===== src/sv/rcpwm_pkg.sv =====
// shared types and constants for the rc pwm channel decoder
package rcpwm_pkg;

  // configuration register indexes
  localparam logic [2:0] REG_PULSE_MIN     = 3'd0;
  localparam logic [2:0] REG_PULSE_MAX     = 3'd1;
  localparam logic [2:0] REG_PITCH_ZERO    = 3'd2;
  localparam logic [2:0] REG_ROLL_ZERO     = 3'd3;
  localparam logic [2:0] REG_THROTTLE_ZERO = 3'd4;
  localparam logic [2:0] REG_PROCESS_VAR   = 3'd5;
  localparam logic [2:0] REG_MEASURE_VAR   = 3'd6;
  localparam logic [2:0] REG_PROTECT_SPEED = 3'd7;

  // channel codes
  localparam logic [2:0] CH_PITCH    = 3'd0;
  localparam logic [2:0] CH_ROLL     = 3'd1;
  localparam logic [2:0] CH_THROTTLE = 3'd2;
  localparam logic [2:0] CH_DIAL     = 3'd5;

  localparam logic [11:0] PITCH_FALLBACK    = 12'd1500;
  localparam logic [11:0] ROLL_FALLBACK     = 12'd1500;
  localparam logic [11:0] THROTTLE_FALLBACK = 12'd1100;
  localparam logic signed [12:0] ROLL_EXTREME = 13'sd160;

  localparam logic [17:0] TILT_SQ_LIMIT = 18'd144000;
  localparam logic [31:0] PI_Q30        = 32'd3373259426;
  localparam logic [33:0] TILT_DEN      = 34'd10616832000;
  localparam logic [33:0] TILT_HALF     = 34'd5308416000;

  // TILT_DEN is 10125 << 20: drop the low 20 bits, then divide by 10125
  // through ceil(2^43 / 10125), exact for a 29-bit numerator
  localparam int          TILT_SHIFT     = 20;
  localparam int          TILT_RCP_SHIFT = 43;
  localparam logic [29:0] TILT_RCP       = 30'd868749929;

  // shared divider geometry: quotient always fits in DIV_QW bits
  localparam int DIV_NW = 51;
  localparam int DIV_DW = 34;
  localparam int DIV_QW = 24;

  typedef struct packed {
    logic [2:0]  ch;
    logic [11:0] raw;
    logic        locked;
    logic        manual;
  } job_t;

  typedef struct packed {
    logic [11:0] pulse_min;
    logic [11:0] pulse_max;
  } window_t;

endpackage


===== src/sv/rcpwm_fifo.sv =====
// short job queue between the edge front end and the filter back end
module rcpwm_fifo
  import rcpwm_pkg::*;
(
  input  logic clk,
  input  logic rst,
  input  logic push,
  input  job_t push_job,
  output logic full,
  input  logic pop,
  output job_t pop_job,
  output logic empty
);

  job_t       mem [4];
  logic [1:0] wptr;
  logic [1:0] rptr;
  logic [2:0] count;

  assign full    = (count == 3'd4);
  assign empty   = (count == 3'd0);
  assign pop_job = mem[rptr];

  always_ff @(posedge clk) begin
    if (push && !full) begin
      mem[wptr] <= push_job;
    end
  end

  always_ff @(posedge clk) begin
    if (rst) begin
      wptr  <= '0;
      rptr  <= '0;
      count <= '0;
    end else begin
      if (push && !full) wptr <= wptr + 2'd1;
      if (pop && !empty) rptr <= rptr + 2'd1;
      case ({push && !full, pop && !empty})
        2'b10:   count <= count + 3'd1;
        2'b01:   count <= count - 3'd1;
        default: count <= count;
      endcase
    end
  end

endmodule


===== config.mk =====
export PLATFORM = sky130hd
export DESIGN_NAME = rcpwm_fifo
export DESIGN_NICKNAME = d
export VERILOG_FILES = /design/src/sv/rcpwm_pkg.sv /design/src/sv/rcpwm_fifo.sv
export SDC_FILE = /design/constraint.sdc
export NUM_CORES = 1
export LEC_CHECK = 0
export ABC_CLOCK_PERIOD_IN_PS = 2800
export BUFFER_PORTS_ARGS = -buffer_cell sky130_fd_sc_hd__buf_2
export CAP_MARGIN = 20
export CORE_UTILIZATION = 56
export CTS_CLUSTER_DIAMETER = 200
export DETAILED_ROUTE_END_ITERATION = 10
export HOLD_SLACK_MARGIN = 0.08
export PLACE_DENSITY = 0.78
export SLEW_MARGIN = 5
export SYNTH_ARGS = -nofsm -noshare
export SYNTH_HDL_FRONTEND = slang
export SYNTH_SLANG_ARGS = --single-unit

===== constraint.sdc =====
create_clock -name clk -period 2.8 [get_ports clk]
set_clock_uncertainty 0.15 [all_clocks]
set_input_delay 0.56 -clock clk [delete_from_list [all_inputs] [get_ports clk]]
set_output_delay 0.56 -clock clk [all_outputs]
set_load 0.03 [all_outputs]

==> results of run 1 <==
[critical path, delay by kind of cell (launching register included)]
family / cells / cell delay [ps]
multiplexers: 1 / 570
flip-flops: 1 / 530
buffers and inverters: 2 / 440
[cells in the final DEF, fill, tap and decap left out, drive strengths merged, types with 2 or more instances in the layout]
cell type / instances
nand2b: 2
ha: 5
clkbuf: 14
and2: 4
xor2: 3
buf: 46
inv: 8
edfxtp: 68
o21ai: 3
dfxtp: 9
a21oi: 4
mux4: 17
nor2: 6
or3: 3
[power by group]
part	internal, W	switching (W)
clock	0.000448	0.000371
combinational	0.000355	0.000538
sequential	0.00138	0.0000684
total	0.00218	0.000977
[final cells by class]
type	count	share of cell area, %
Clock buffer	14	5.60
Clock inverter	2	0.361
Inverter	8	0.867
Multi-Input combinational cell	53	19.4
Sequential cell	77	64.1
Tap cell	70	2.53
Timing Repair Buffer	46	7.15
[sequential cells by signal, summed over array words and instances, names as in the netlist, named ones only]
name,flops
mem,68
rptr,2
wptr,2
count,3
[how the worst max path moves through the flow]
stage | endpoint | cells past startpoint
after floorplan | count[2] | 9
after global placement | count[2] | 10
after detailed placement | count[2] | 10
after CTS | pop_job[2] | 3
after global routing | pop_job[2] | 3
final | pop_job[2] | 3
[logic make-up (layout without fill, tap and decap cells)]
| group | count (synthesis) | after routing | share of synthesized area [%] |
|---|---|---|---|
| XOR/XNOR | 3 | 3 | 0.885 |
| adder cells (fa/ha/maj) | 6 | 6 | 2.78 |
| buffers and inverters | 13 | 70 | 2.53 |
| AO/OA/AOI/OAI | 8 | 8 | 1.43 |
| flip-flops | 77 | 77 | 74.9 |
| AND/OR/NAND/NOR | 18 | 18 | 3.37 |
| multiplexers | 18 | 18 | 14.1 |
[routing by layer]
metal / track usage [%] / wire [microns] / vias to the layer above
li1: - / - / 676
met1: 21.3 / 1880 / 717
met2: 33.7 / 2620 / 31
met3: 4.02 / 135 / 8
met4: 11.9 / 72 / 0
met5: 0 / 0 / -
[stage by stage]
stage               instances  cell area [sq um]
finish                    270               3460
detailed placement        254               3260
global placement          254               3260
CTS                       270               3460
floorplan                 143               2970
global route              270               3460
==> summary.md, run 1 <==
| Metric | Value |
|---|---|
| Status | `finished, final reports clean` |
| Post-synth EDFFs | `68` |
| Post-Place Worst Slack | `475 ps` |
| Pins Over Slew Limit | `0` |
| DP HPWL | `approximately 3 mm` |
| Cells after Synth | `143` |
| Die area | `5600 sq um` |
| Pwr dens | `between 900 and 1000 nW/um^2` |
| Hold Path Class | `in -> reg` |
| R2r startpoint | `count[2]` |
| Share of layout cells above drive strength 1 | `36.0%` |
| Top-count cell post-synth | `edfxtp_1` |
| CTS root buf | `clkbuf_8` |
| Drt initial violations | `75` |
| Total wire length | `4.71 mm` |
| Crit path launch type | `register` |
| I/O pin count | `40` |
| R2R cell count | `9` |
| Max H-tree Level | `3` |
| Critical path required time | `2090 ps` |
| DRC | `0` |
| Yosys Warn Count | `0` |
| Total power | `approximately 0.0032 W` |
| First-pass GRT wire length | `7.11 mm` |
| Data arrival, critical path | `1870 ps` |
| Area grow syn2layout | `16.7%` |
| Hold WS | `289 ps` |
| Yosys cell types | `23` |
| Final Util | `67.8%` |
| Clock Sinks | `77` |
| ANT nets after route | `0` |
| Die H | `between 70 and 80 microns` |
| #FFs+latches synth | `77` |
| Worst hold endpoint | `mem[1][6]` |
| Post-layout min period | `2580 ps` |
| Core area | `5110 sq um` |
| Max IR drop VDD | `between 500 and 600 uV` |
| Vias in the first global route | `between 1k and 1.5k` |
| Worst slew margin | `71.2%` |
| R2r endpoint | `count[2]` |
| Top cells by count, synth | `edfxtp_1 (68), mux4_2 (10), dfxtp_1 (9)` |
| Initial core utilization | `roughly three fifths` |
| Reg2reg setup slack | `roughly 500 ps` |
| Slew @ Worst Pin | `429 ps` |
| Port Buffer Count | `39` |
| Worst Hold Depth | `1` |
| CTS max path bufs | `2` |
| Initial antenna violation count | `0` |
| Syn avg cell area | `20.8 sq um` |
| Final worst slack | `215 ps` |
| Hold Startpoint | `push_job[6]` |
| Ant. Diodes | `0` |
| GRT Overall Usage | `19.2%` |
| Synth Flop Type | `edfxtp_1` |
| Chip Width | `74.8 microns` |
| Max Clk Rate | `387 MHz` |
| Fill count | `342` |
| Via Count | `1,432` |
| Setup bufs post-CTS | `0` |
| Worst path cell trace | `buf_4 > mux4_1 > buf_2` |
| # resized after CTS | `0` |
| Hold Buf Count CTS | `0` |
| RSZ-0062 raised after global routing | `no` |
| Clock Latency Late Sink | `340 ps` |
| Leak pwr | `1.24 nW` |
| Final hold vios | `0` |
| CTS buffer count | `9` |
| Top cell type's share of synthesized area | `~69%` |
| Setup-failing EPs final | `0` |
| Pre-Repair DR Iteration Count | `4` |
| Setup TNS | `0 ps` |
| Synth async-reset ratio | `0%` |
| Final period utilization | `92.3%` |
| Cell taking the most area after synthesis | `edfxtp_1` |
| Max Cap Viol | `0` |
| GRT overflow | `0` |
| Setup crit end kind | `primary output` |
| Slowest CP cell | `mux4_1` |
| GPL Wtd Cong | `approximately 0.61` |
| Largest net degree at the start of global routing | `18` |
| Critical Path Max Stage Delay | `570 ps` |
| Layout Nets | `approximately 220` |
| Sequential area share after synthesis | `around three quarters` |
| CTS tree | `yes` |
| Syn nets | `170` |
| Mapped cell area | `2970 sq um` |
| Row count | `26` |
| Avg Vias per Cell | `around 5.3` |
| Multi-input gate area | `671 sq um` |
| Synth area leaders | `edfxtp_1 (69%), mux4_2 (7.6%), mux4_1 (6.2%)` |
| Routed len/inst | `17.4 microns` |
| Crit Path Class | `reg -> out` |
| Storage cell area | `2220 sq um` |
| Max FO, Critical Path | `6` |
| Worst-path clk slew | `80 ps` |
No activity file was read; power rests on OpenSTA's default activity.
==> run 2: changes to the inputs <==
--- a/config.mk
+++ b/config.mk
@@ -8,11 +8,13 @@
 export ABC_CLOCK_PERIOD_IN_PS = 2800
 export BUFFER_PORTS_ARGS = -buffer_cell sky130_fd_sc_hd__buf_2
 export CAP_MARGIN = 20
-export CORE_UTILIZATION = 56
+export CELL_PAD_IN_SITES_DETAIL_PLACEMENT = 1
+export CELL_PAD_IN_SITES_GLOBAL_PLACEMENT = 1
+export CORE_UTILIZATION = 49
 export CTS_CLUSTER_DIAMETER = 200
 export DETAILED_ROUTE_END_ITERATION = 10
 export HOLD_SLACK_MARGIN = 0.08
-export PLACE_DENSITY = 0.78
+export PLACE_DENSITY = 0.79
 export SLEW_MARGIN = 5
 export SYNTH_ARGS = -nofsm -noshare
 export SYNTH_HDL_FRONTEND = slang
==> summary.md, run 2 (synthesis gave the netlist of run 1 again) <==
| Metric | Value |
|---|---|
| Most common cell after layout, fill and taps aside | `edfxtp_1` |
| Layout Nets | `between 200 and 250` |
| Max FFs per register | `between 60 and 70` |
| Setup TNS | `0 ps` |
| CTS tree | `yes` |
| GRT overflow | `0` |
| Area grow syn2layout | `16.8%` |
| Core area | `5680 sq um` |
| Final Util | `61.1%` |
| Drt initial violations | `108` |
| Worst Hold Depth | `1` |
| Port Buffer Count | `39` |
| Hold Path Class | `in -> reg` |
| Status | `finished, final reports clean` |
| Met1 usage | `21.4%` |
| Slew @ Worst Pin | `about 400 ps` |
| Setup-failing EPs final | `0` |
| Ant. Diodes | `0` |
| Met3 usage | `4.46%` |
| Max Clk Rate | `400 MHz` |
| Post-layout min period | `2500 ps` |
| CTS max path bufs | `2` |
| Pwr dens | `931 nW/um^2` |
| Pins Over Slew Limit | `0` |
| Total wire length | `5.59 mm` |
| CTS buffer count | `9` |
| Routed len/inst | `20.6 microns` |
| Max FO, Critical Path | `17` |
| Worst-path clk slew | `80 ps` |
| Storage cell area | `roughly 2200 sq um` |
| Chip Width | `~80 microns` |
| DP HPWL | `around 3.4 mm` |
| Die H | `79.8 microns` |
| I/O pin count | `40` |
| Commonest non-fill, non-tap cells in the layout | `edfxtp_1 (68), buf_2 (39), mux4_2 (10)` |
| Largest net degree at the start of global routing | `18` |
| GPL Wtd Cong | `0.639` |
| Vias in the first global route | `1,625` |
| # placed instances | `around 260` |
| # resized after CTS | `0` |
| Row count | `27` |
| ANT nets after route | `0` |
| Pre-Repair DR Iteration Count | `5` |
| Crit path launch type | `register` |
| CTS root buf | `clkbuf_8` |
| Hold WS | `293 ps` |
| R2R cell count | `9` |
| Data arrival, critical path | `1790 ps` |
| Clock Latency Late Sink | `approximately 320 ps` |
| GRT Overall Usage | `a little under 20%` |
| Global route hottest layer | `met2` |
| Critical path required time | `between 2000 and 2500 ps` |
| Fill count | `517` |
| RSZ-0062 raised after global routing | `no` |
| Max H-tree Level | `3` |
| Leak pwr | `1.24 nW` |
| Die area | `6370 sq um` |
| Share of layout cells above drive strength 1 | `35.7%` |
| Setup bufs post-CTS | `0` |
| Hold Buf Count CTS | `0` |
| Largest Register | `mem` |
| Avg Vias per Cell | `5.42` |
| Initial core utilization | `a little over half` |
| Max IR drop VDD | `481 uV` |
| Final hold vios | `0` |
| First-pass GRT wire length | `approximately 8.5 mm` |
| Crit Path Class | `reg -> out` |
| Multi-input gate area | `671 sq um` |
| Final period utilization | `89.2%` |
| Met2 global-route usage | `between 30% and 40%` |
| Final std cells w/o fill | `271` |
| Leading registers by flop count | `mem x68, count x3` |
| DRC | `0` |
| Setup crit end kind | `primary output` |
| Initial antenna violation count | `0` |
| Clock Sinks | `77` |
| Max Cap Viol | `0` |
| Worst slew margin | `between 70% and 80%` |
| Via Count | `1,470` |
[run 2: through the flow]
stage / total power [W] / instance area [sq um] / worst slack, ps
2_1_floorplan: 0.00216 / 2970 / 292
3_3_place_gp: 0.00233 / 3250 / 530
3_5_place_dp: 0.00237 / 3250 / 389
4_1_cts: 0.00327 / 3470 / 252
5_1_grt: 0.00337 / 3470 / 218
6_report: 0.00323 / 3470 / 302
[run 2: worst paths after layout]
path	start	end	slack [ps]
setup reg to reg	count[2]	count[2]	390
hold / removal	push_job[10]	mem[0][10]	290
setup / recovery	register	pop_job[8]	300
hold reg to reg	rptr[1]	rptr[1]	360
[run 2: cell type report]
class,count,share of cell area [%]
tap,72,2.60
clock buffer,9,3.57
multi-input combinational,53,19.3
inverter,8,0.866
timing repair buffer,45,6.93
clock inverter,7,2.60
sequential,77,64.1
[run 2: power by group]
part           switching [W]  internal (W)
sequential         0.0000552       0.00138
combinational       0.000566      0.000346
clock               0.000384      0.000497
total                0.00101       0.00222
[run 2: worst max-delay path: stages, from the launching register on]
cell and delay (ps):
dfxtp_1 320, buf_4 310, mux4_1 630, buf_2 200
[run 2: layer usage]
layer  up-vias  part of all wire (%)  routed length, microns
met5         -                     0                       0
met4         0                   1.5                      85
met3         6                   4.1                     227
met2        52                    56                    3120
met1       745                    39                    2150
li1        667                     -                       -
