--- src/sv/rcpwm_pkg.sv ---
// shared types and constants for the rc pwm channel decoder
package rcpwm_pkg;

  // configuration register indexes
  localparam logic [2:0] REG_PULSE_MIN     = 3'd0;
  localparam logic [2:0] REG_PULSE_MAX     = 3'd1;
  localparam logic [2:0] REG_PITCH_ZERO    = 3'd2;
  localparam logic [2:0] REG_ROLL_ZERO     = 3'd3;
  localparam logic [2:0] REG_THROTTLE_ZERO = 3'd4;
  localparam logic [2:0] REG_PROCESS_VAR   = 3'd5;
  localparam logic [2:0] REG_MEASURE_VAR   = 3'd6;
  localparam logic [2:0] REG_PROTECT_SPEED = 3'd7;

  // channel codes
  localparam logic [2:0] CH_PITCH    = 3'd0;
  localparam logic [2:0] CH_ROLL     = 3'd1;
  localparam logic [2:0] CH_THROTTLE = 3'd2;
  localparam logic [2:0] CH_DIAL     = 3'd5;

  localparam logic [11:0] PITCH_FALLBACK    = 12'd1500;
  localparam logic [11:0] ROLL_FALLBACK     = 12'd1500;
  localparam logic [11:0] THROTTLE_FALLBACK = 12'd1100;
  localparam logic signed [12:0] ROLL_EXTREME = 13'sd160;

  localparam logic [17:0] TILT_SQ_LIMIT = 18'd144000;
  localparam logic [31:0] PI_Q30        = 32'd3373259426;
  localparam logic [33:0] TILT_DEN      = 34'd10616832000;
  localparam logic [33:0] TILT_HALF     = 34'd5308416000;

  // TILT_DEN is 10125 << 20: drop the low 20 bits, then divide by 10125
  // through ceil(2^43 / 10125), exact for a 29-bit numerator
  localparam int          TILT_SHIFT     = 20;
  localparam int          TILT_RCP_SHIFT = 43;
  localparam logic [29:0] TILT_RCP       = 30'd868749929;

  // shared divider geometry: quotient always fits in DIV_QW bits
  localparam int DIV_NW = 51;
  localparam int DIV_DW = 34;
  localparam int DIV_QW = 24;

  typedef struct packed {
    logic [2:0]  ch;
    logic [11:0] raw;
    logic        locked;
    logic        manual;
  } job_t;

  typedef struct packed {
    logic [11:0] pulse_min;
    logic [11:0] pulse_max;
  } window_t;

endpackage

--- src/sv/rcpwm_front.sv ---
// edge capture: pulse start times, width measurement and window check
module rcpwm_front
  import rcpwm_pkg::*;
#(
  parameter int NUM_CHANNELS = 6,
  parameter int TIME_WIDTH   = 32
) (
  input  logic                  clk,
  input  logic                  rst,
  input  logic                  in_valid,
  output logic                  in_ready,
  input  logic [2:0]            in_ch,
  input  logic                  in_level,
  input  logic [TIME_WIDTH-1:0] in_time,
  input  logic                  in_locked,
  input  logic                  in_manual,
  input  window_t               win,
  output logic                  push,
  output job_t                  push_job,
  input  logic                  full
);

  localparam int CH_IW = (NUM_CHANNELS > 1) ? $clog2(NUM_CHANNELS) : 1;

  logic [TIME_WIDTH-1:0] pulse_start [2**CH_IW];
  logic [TIME_WIDTH-1:0] raw;
  logic                  ch_ok;
  logic                  accept;
  logic                  in_win;

  assign in_ready = !full;
  assign accept   = in_valid && in_ready;
  assign ch_ok    = (32'(in_ch) < NUM_CHANNELS);
  assign raw      = in_time - pulse_start[in_ch[CH_IW-1:0]];
  assign in_win   = (raw >= TIME_WIDTH'(win.pulse_min)) && (raw <= TIME_WIDTH'(win.pulse_max));
  assign push     = accept && ch_ok && !in_level && in_win;

  always_comb begin
    push_job.ch     = in_ch;
    push_job.raw    = raw[11:0];
    push_job.locked = in_locked;
    push_job.manual = in_manual;
  end

  always_ff @(posedge clk) begin
    if (rst) begin
      for (int i = 0; i < 2**CH_IW; i++) pulse_start[i] <= '0;
    end else if (accept && ch_ok && in_level) begin
      pulse_start[in_ch[CH_IW-1:0]] <= in_time;
    end
  end

endmodule

--- config.mk ---
export PLATFORM = sky130hd
export DESIGN_NAME = rcpwm_front
export DESIGN_NICKNAME = d
export VERILOG_FILES = /design/src/sv/rcpwm_pkg.sv /design/src/sv/rcpwm_front.sv
export SDC_FILE = /design/constraint.sdc
export NUM_CORES = 1
export LEC_CHECK = 0
export ABC_AREA = 1
export BUFFER_PORTS_ARGS = -buffer_cell sky130_fd_sc_hd__buf_2
export CORE_MARGIN = 5
export CORE_UTILIZATION = 65
export CTS_CLUSTER_SIZE = 30
export DETAILED_ROUTE_END_ITERATION = 7
export PLACE_DENSITY_LB_ADDON = 0.05
export SETUP_SLACK_MARGIN = 0.4
export SYNTH_ARGS = -nofsm -noshare
export SYNTH_HDL_FRONTEND = slang
export SYNTH_SLANG_ARGS = --single-unit
--- constraint.sdc ---
create_clock -name clk -period 11.69 [get_ports clk]
set_clock_uncertainty 0.2 [all_clocks]
set_input_delay 2.338 -clock clk [delete_from_list [all_inputs] [get_ports clk]]
set_output_delay 2.338 -clock clk [all_outputs]
set_load 0.1 [all_outputs]
==> results list, run 1 <==
- For hold timing, the worst endpoint is pulse_start[0][5]$_SDFFCE_PN0P_.
- The worst pin sits at a relative slew slack of 27.09%.
* Number of flip-flops in the largest register: 256
- Setup violations remaining at the end of the flow were counted as 0.
- Synthesis produced 1388 cells.
* Share of async-settable or async-resettable flops after synthesis: 0%
- Number of gates resized after cts: 0
* Hold path startpoint: in_time[5]
- Peak clock frequency supported by timing: 103.5 MHz
* Dpl cell area: 14090 um^2
- Worst setup SP type: input port
* Layout cells sized above 1: 9.604%
- The finished cells cover 14900 um^2.
- Post-synth design cell area: 13210 um^2
- Number of nets with antenna violations after routing: 0
- Total Routing Usage GR: 30.83%
* Number of maximum-capacitance constraint violations: 0
* Final #Nets: 1645
- Clock buffer count from CTS: 26
- For this run, the number of Yosys warnings is 0.
- Standard cell core area: 20100 um^2
- Number of different library cells in the post-synthesis netlist: 34
- Most numerous cell types in the synthesized netlist: sky130_fd_sc_hd__nand2_1, sky130_fd_sc_hd__edfxtp_1, sky130_fd_sc_hd__nor2_1, sky130_fd_sc_hd__inv_1, sky130_fd_sc_hd__ha_1
* Biggest area contributors in the synthesized netlist: sky130_fd_sc_hd__edfxtp_1, sky130_fd_sc_hd__nand2_1, sky130_fd_sc_hd__nor2_1
* Wire length of the first global-routing pass: 55590 um
- Synthesized flop and latch total: 256
- Final Wtd Congestion: 0.9750
- Setup crit end kind: primary output
- The most used flip-flop cell after synthesis is sky130_fd_sc_hd__edfxtp_1.
- For this run, the register share of the synthesized area comes to 58.19%.
- Overall die area: 23270 um^2
- Along the worst hold path, the cell count comes to 3.
- The largest registers in the layout are pulse_start (256).
* Synthesis-to-finish area growth: 12.78%
* Endpoint required time on the critical path: 9.15 ns
- Type of the worst min-delay path: in2reg
- Arrival time at the worst endpoint: 7.12 ns
- Via/cell ratio: 5.693
- Final number of hold-violating endpoints: 0
- In this run, the combinational gates consume 23.7% of the power.
- Clock tree synthesis selected as its root buffer the cell sky130_fd_sc_hd__clkbuf_16.
- Unrepaired setup endpoints after global routing: no
- I/O Buffers: 80
- Switching fraction of total power: 32.39%
- Antenna violations before repair: 0
- Including well taps, the total number of placed cells is 1765.
- Vias in the first global route: 9983
- Entering global routing, the biggest net connects 66 pins.
- Count of H-tree levels built during CTS: 1
* Wire length after detailed routing: 36330 um
- Number of synthesized flops with an enable pin: 256
- In the finished design, the share of the clock period the worst path needs comes to 82.63%.
- Measured along the y axis, the die boundary spans 152.6 um.
- VDD sags by at most 0.1330 mV.
- Top reg by flops: pulse_start
* Fraction of power consumed by sequential logic: 44.2%
- Clock tree from TritonCTS: yes
* Area fraction of the dominant cell type after synthesis: 58.19%
- The run finished, with violations left.
- Buffers added to address setup during post-CTS repair amount to 0.
- Post-CTS clock slew at the launch and capture registers of the worst setup and hold paths: 0.06 ns
- Slew @ Worst Pin: 1.088 ns
- The worst setup path is of the in2out kind.
- Initial core utilization: 65.71%
- The final count of pins violating max slew is 0.
* CP max FO: 9
* Min Clock Period, post-route: 9.660 ns
- Number of diodes added for antenna fixing: 0
* Remaining global-route overflow: 0
* Violated checks: DRC
- In this run the horizontal extent of the chip is 152.6 um.
* HPWL Detailed: 23330 um
- Design internal power: 0.001653 W
- Average size of a mapped cell: 9.517 um^2
- After detailed routing, the number of remaining DRC violations is 3.
- TritonCTS Sinks: 256
* Most frequent cell after synthesis: sky130_fd_sc_hd__nand2_1
* Number of hold-repair buffers added at the cts stage: 0
- Share of power burned in the clock network: 32.1%
- Sw Pwr: 0.0007922 W
* DR vias: 10310
- Placement row count: 52
- The synthesized design spends more area on one cell type than any other, namely sky130_fd_sc_hd__edfxtp_1.
- PD cells: 164.2 nW/um^2
* Number of cells in the finished layout apart from fillers: 1811
* Buffer levels on the longest clock path: 3
* Setup TNS: 0 ns
- In the final routed layout, each cell accounts on average for 20.06 um.
* Leakage component of the power: 6.566 nW
- Total iterations of the first detailed-routing run: 8
* Boundary pin count: 85
- Violation count after the first detailed-route iteration: 1160
* Layout filler cell count: 1473
kinds of logic after synthesis:
logic type | Yosys count | synth area share [%]
AND/OR/NAND/NOR | 669 | 20.52
flip-flops | 256 | 58.19
buffers and inverters | 242 | 7.123
AO/OA/AOI/OAI | 153 | 8.041
adder cells (fa/ha/maj) | 56 | 5.361
XOR/XNOR | 11 | 0.7293
other | 1 | 0.02839
cell type report:
type	instances	area [um^2]	area share [%]
Clock buffer	31	669.4	4.493
Clock inverter	15	135.1	0.9070
Inverter	193	724.4	4.863
Multi-Input combinational cell	953	4846	32.53
Sequential cell	256	7687	51.60
Tap cell	270	337.8	2.268
Timing Repair Buffer	93	498.0	3.343
cell usage in the layout, fill, tap and decap left out, types with 3 or more instances in the layout:
cell type and n:
sky130_fd_sc_hd__nor3_1 8, sky130_fd_sc_hd__clkbuf_16 26, sky130_fd_sc_hd__inv_2 7, sky130_fd_sc_hd__xor2_1 10, sky130_fd_sc_hd__clkinv_1 6, sky130_fd_sc_hd__nand2_2 7, sky130_fd_sc_hd__inv_1 186, sky130_fd_sc_hd__edfxtp_1 256
sky130_fd_sc_hd__nand3b_1 4, sky130_fd_sc_hd__a221oi_1 24, sky130_fd_sc_hd__clkinv_2 4, sky130_fd_sc_hd__nor2_1 254, sky130_fd_sc_hd__o21bai_1 4, sky130_fd_sc_hd__clkbuf_1 5, sky130_fd_sc_hd__a21oi_1 44, sky130_fd_sc_hd__nand4_1 36
sky130_fd_sc_hd__a22oi_1 37, sky130_fd_sc_hd__o21ai_0 13, sky130_fd_sc_hd__ha_1 55, sky130_fd_sc_hd__a22o_1 23, sky130_fd_sc_hd__nand3_1 44, sky130_fd_sc_hd__conb_1 64, sky130_fd_sc_hd__buf_4 13, sky130_fd_sc_hd__a211oi_1 3
sky130_fd_sc_hd__nor3_2 3, sky130_fd_sc_hd__nand2_1 306, sky130_fd_sc_hd__buf_2 80
layer usage:
metal  track usage (%)  wire length, um
met5                 0                0
met3             6.788             4341
met2             49.84            16990
met1             42.69            14050
met4             8.655              952
worst max-delay path, cell delays in order:
cell	delay (ns)
sky130_fd_sc_hd__buf_2	0.18
sky130_fd_sc_hd__inv_2	0.09
sky130_fd_sc_hd__nor3_2	0.82
sky130_fd_sc_hd__inv_1	0.21
sky130_fd_sc_hd__o21ai_0	0.22
sky130_fd_sc_hd__a221oi_1	0.07
sky130_fd_sc_hd__nand4_1	0.11
sky130_fd_sc_hd__inv_1	0.09
sky130_fd_sc_hd__ha_1	0.37
sky130_fd_sc_hd__nand2_1	0.12
sky130_fd_sc_hd__nor2_1	0.17
sky130_fd_sc_hd__nand3_1	0.11
sky130_fd_sc_hd__nand3b_1	0.14
sky130_fd_sc_hd__xor2_1	0.26
sky130_fd_sc_hd__ha_1	0.29
sky130_fd_sc_hd__a21oi_1	0.15
sky130_fd_sc_hd__nor2_1	0.05
sky130_fd_sc_hd__a211oi_1	0.17
sky130_fd_sc_hd__nand2_1	0.07
sky130_fd_sc_hd__a21oi_1	0.18
sky130_fd_sc_hd__nand3_1	0.09
sky130_fd_sc_hd__nor2_1	0.11
sky130_fd_sc_hd__nand3_1	0.13
sky130_fd_sc_hd__nor3_2	0.12
sky130_fd_sc_hd__buf_2	0.44
power groups by stage:
stage	Sequential [W]	Clock (W)	Combinational (W)
after floorplan	0.00110	0	0.000431
after global placement	0.00110	0	0.000567
after detailed placement	0.00110	0	0.000572
after CTS	0.00108	0.000786	0.000574
after global routing	0.00109	0.000831	0.000635
final	0.00108	0.000784	0.000579
metrics by stage:
stage / total power, W / utilization, % / setup slack (ns) / hold WS (ns)
after global routing: 0.002551 / 74.10 / 1.593 / 2.008
after detailed placement: 0.001672 / 70.10 / 2.130 / 2.556
after global placement: 0.001666 / 70.10 / 2.176 / 2.551
after CTS: 0.002441 / 74.10 / 2.038 / 1.991
after floorplan: 0.001527 / - / 1.168 / 2.404
final: 0.002446 / 74.10 / 2.030 / 2.011
how the worst max path moves through the flow:
| stage | startpoint | end | slack, ns | cells past startpoint |
|---|---|---|---|---|
| after floorplan | in_ch[0] | push | 1.17 | 22 |
| after global placement | in_ch[0] | push | 2.18 | 27 |
| after detailed placement | in_ch[0] | push | 2.13 | 27 |
| after CTS | in_ch[0] | push | 2.04 | 25 |
| after global routing | in_ch[0] | push | 1.59 | 25 |
| final | in_ch[0] | push | 2.03 | 25 |
(Power assumes the default switching activity.)
==> inputs of run 2 (changes only) <==
Settings changed: CORE_UTILIZATION 65 to 55.
Clock period 11.69 ns to 8.46 ns, I/O delays scaled along.
==> results list, run 2 (synthesis results as in run 1) <==
- The slew at the pin with the worst max-slew slack was 1.009 ns (-0.07858 ns).
- Die Height: 165.0 um (+8.1%)
- The die width is 165.0 um (+8.1%).
* Overall die area: 27220 um^2 (+17%)
- Final number of max-transition violations: 0 (unchanged)
- Endpoint required time on the critical path: 6.57 ns (-2.58 ns)
- Max_slew headroom: 32.48% (+5.4 points)
- The largest voltage drop on the vdd net was 0.1866 mV (+40%).
- Vias in the first global route: 10060 (+0.78%)
- Number of nets with antenna violations after routing: 0 (unchanged)
* Peak clock frequency supported by timing: 128.8 MHz
* Per-cell routed wire length: 20.31 um (+1.3%)
- By instance count, the cell type seen most on the critical path is sky130_fd_sc_hd__nand2_1.
- The count of final setup violators came to 0 (unchanged).
- Number of hold-repair buffers added at the cts stage: 0 (unchanged)
- The number of filler instances in the final layout was 1957 (+33%).
- Type of the worst min-delay path: in2reg
* Registers with the most flip-flops: pulse_start (256)
* Post-CTS clock slew at the launch and capture registers of the worst setup and hold paths: 0.06 ns (about the same)
- Wire length of the first global-routing pass: 57420 um (+3.3%)
* HPWL Detailed: 25410 um (+8.9%)
* Synthesis-to-finish area growth: 16.22%
- The DRC violation total after the first TritonRoute iteration was 1209 (+4.2%).
- Master cell of the clock root buffer: sky130_fd_sc_hd__clkbuf_16
- The detailed-routing iteration count for the pre-antenna-repair pass was 5 (-3).
- Number of flip-flops in the largest register: 256 (unchanged)
- The antenna diode instance count is 0 (unchanged).
- Final #Nets: 1658 (+0.79%)
- The starting density of the core was 56.11% (-9.6 points).
- The number of buffers on the longest clock path is 3 (unchanged).
- The total negative slack for setup checks came to 0 ns (unchanged).
- The floorplan core area was 23540 um^2 (+17%).
- Clock tree from TritonCTS: yes
* Outcome: finished clean
- The final worst slack was 0.6974 ns (-1.333 ns).
- I/O Buffers: 80 (unchanged)
- The total global routing overflow was 0 (unchanged).
- The vias after detailed routing is 10460 (+1.5%).
- Number of maximum-capacitance constraint violations: 0 (unchanged)
- Count of H-tree levels built during CTS: 1 (unchanged)
- Design Area, Final: 15350 um^2 (+3.1%)
* Final Wtd Congestion: 0.9390 (-3.7%)
- For hold timing, the worst endpoint is pulse_start[5][26]$_SDFFCE_PN0P_.
* Dpl cell area: 14400 um^2 (+2.2%)
- The total wirelength of the detailed-routed design came to 38050 um (+4.7%).
* Placement row count: 56 (+7.7%)
* Post-detailed-route DRC marker count: 0 (-3)
- Worst Path Class, Setup: in2out
- TritonCTS Sinks: 256 (unchanged)
* Via/cell ratio: 5.586 (-1.9%)
* Slowest stage cell on the critical path: sky130_fd_sc_hd__ha_2
- Hold path cells: 3 (unchanged)
* Final number of hold-violating endpoints: 0 (unchanged)
* CP max FO: 23 (+14)
- The startpoint identified for the worst hold timing path is in_time[26].
* Boundary pin count: 85 (unchanged)
- The worst setup path is launched from an input port.
- Setup repair after global routing left no endpoint under its margin.
- PD cells: 229.6 nW/um^2 (+40%)
* Leakage component of the power: 6.733 nW (+2.5%)
* Top reg by flops: pulse_start
- Pin count of the biggest net entering global routing: 65 (-1.5%)
- The number of antenna violations at the first check in global routing is 0 (unchanged).
* Clock buffer count from CTS: 25 (-3.8%)
- In the layout the commonest cells are sky130_fd_sc_hd__nand2_1, sky130_fd_sc_hd__edfxtp_1, sky130_fd_sc_hd__nor2_1.
- The library cell used most frequently in the layout, excluding fill and tap cells, is sky130_fd_sc_hd__nand2_1.
* Setup crit end kind: primary output
- Total Routing Usage GR: 28.03% (-2.8 points)
* Post-route clock period utilization: 91.76%
* Post-place setup slack: 0.4743 ns (-1.655 ns)
- The stage delay of the slowest cell on the critical path is 0.34 ns (-0.48 ns).
- Arrival time at the worst endpoint: 5.87 ns (-1.25 ns)
- The share of layout cells above drive strength 1 was 11.45% (+1.9 points).
- Counting I/O delays and the setup requirement, the final critical path takes 7.763 ns.
## run 2: cell types whose count changed in the layout (fill, tap and decap cells not counted), sizes merged
cell,change
bufinv,+5
buf,+13
clkbuf,-4
clkinv,-1
## run 2: area by class of cell
class | instances | area, um^2 | share of cell area, %
Clock buffer | 26 | 629.4 | 4.099
Timing Repair Buffer | 107 | 628.1 | 4.091
Clock inverter | 19 | 250.2 | 1.630
Sequential cell | 256 | 7687 | 50.07
Tap cell | 319 | 399.1 | 2.600
Multi-Input combinational cell | 953 | 5025 | 32.73
Inverter | 193 | 734.5 | 4.784
## run 2: critical path, delay by kind of cell
kind,cells,cell delay [ns]
adder cells (fa/ha/maj),2,0.65
XOR/XNOR,1,0.19
AO/OA/AOI/OAI,5,0.86
buffers and inverters,6,0.84
AND/OR/NAND/NOR,14,1.60
## run 2: where the power goes
part           internal [W]  switching (W)  leakage (nW)
Clock              0.000724       0.000468         0.433
Sequential          0.00147      0.0000229          2.45
Combinational      0.000230       0.000608          3.85
Total               0.00243        0.00110          6.73
## run 2: metrics by stage
| stage | cells | hold WS (ns) | total power (W) | utilization [%] |
|---|---|---|---|---|
| global placement | 1823 | 1.920 | 0.002339 | 61.16 |
| global route | 1873 | 1.403 | 0.003681 | 65.22 |
| CTS | 1868 | 1.388 | 0.003525 | 64.89 |
| finish | 1873 | 1.402 | 0.003526 | 65.22 |
| detailed placement | 1823 | 1.920 | 0.002351 | 61.16 |
| floorplan | 1451 | 1.758 | 0.002143 | - |
## run 2: how the worst max path moves through the flow
| stage | startpoint | end |
|---|---|---|
| final | in_ch[1] | push |
| after global routing | in_ch[1] | push |
| after CTS | in_ch[1] | push |
| after detailed placement | in_ch[1] | push |
| after global placement | in_ch[1] | push |
| after floorplan | in_ch[0] | push |
## run 2: timing repair
item	CTS	global route
setup endpoints to repair	0	1
setup buffers	0	5
gates resized for setup	0	16
## run 2: metal layers
layer | global-route usage (%) | routed length [um] | vias to the layer above | part of all wire [%]
li1 | - | - | 4903 | -
met1 | 38.71 | 15600 | 5011 | 41
met2 | 46.31 | 17840 | 483 | 47
met3 | 5.565 | 3810 | 66 | 10
met4 | 6.276 | 803 | 0 | 2.1
met5 | 0 | 0 | - | 0
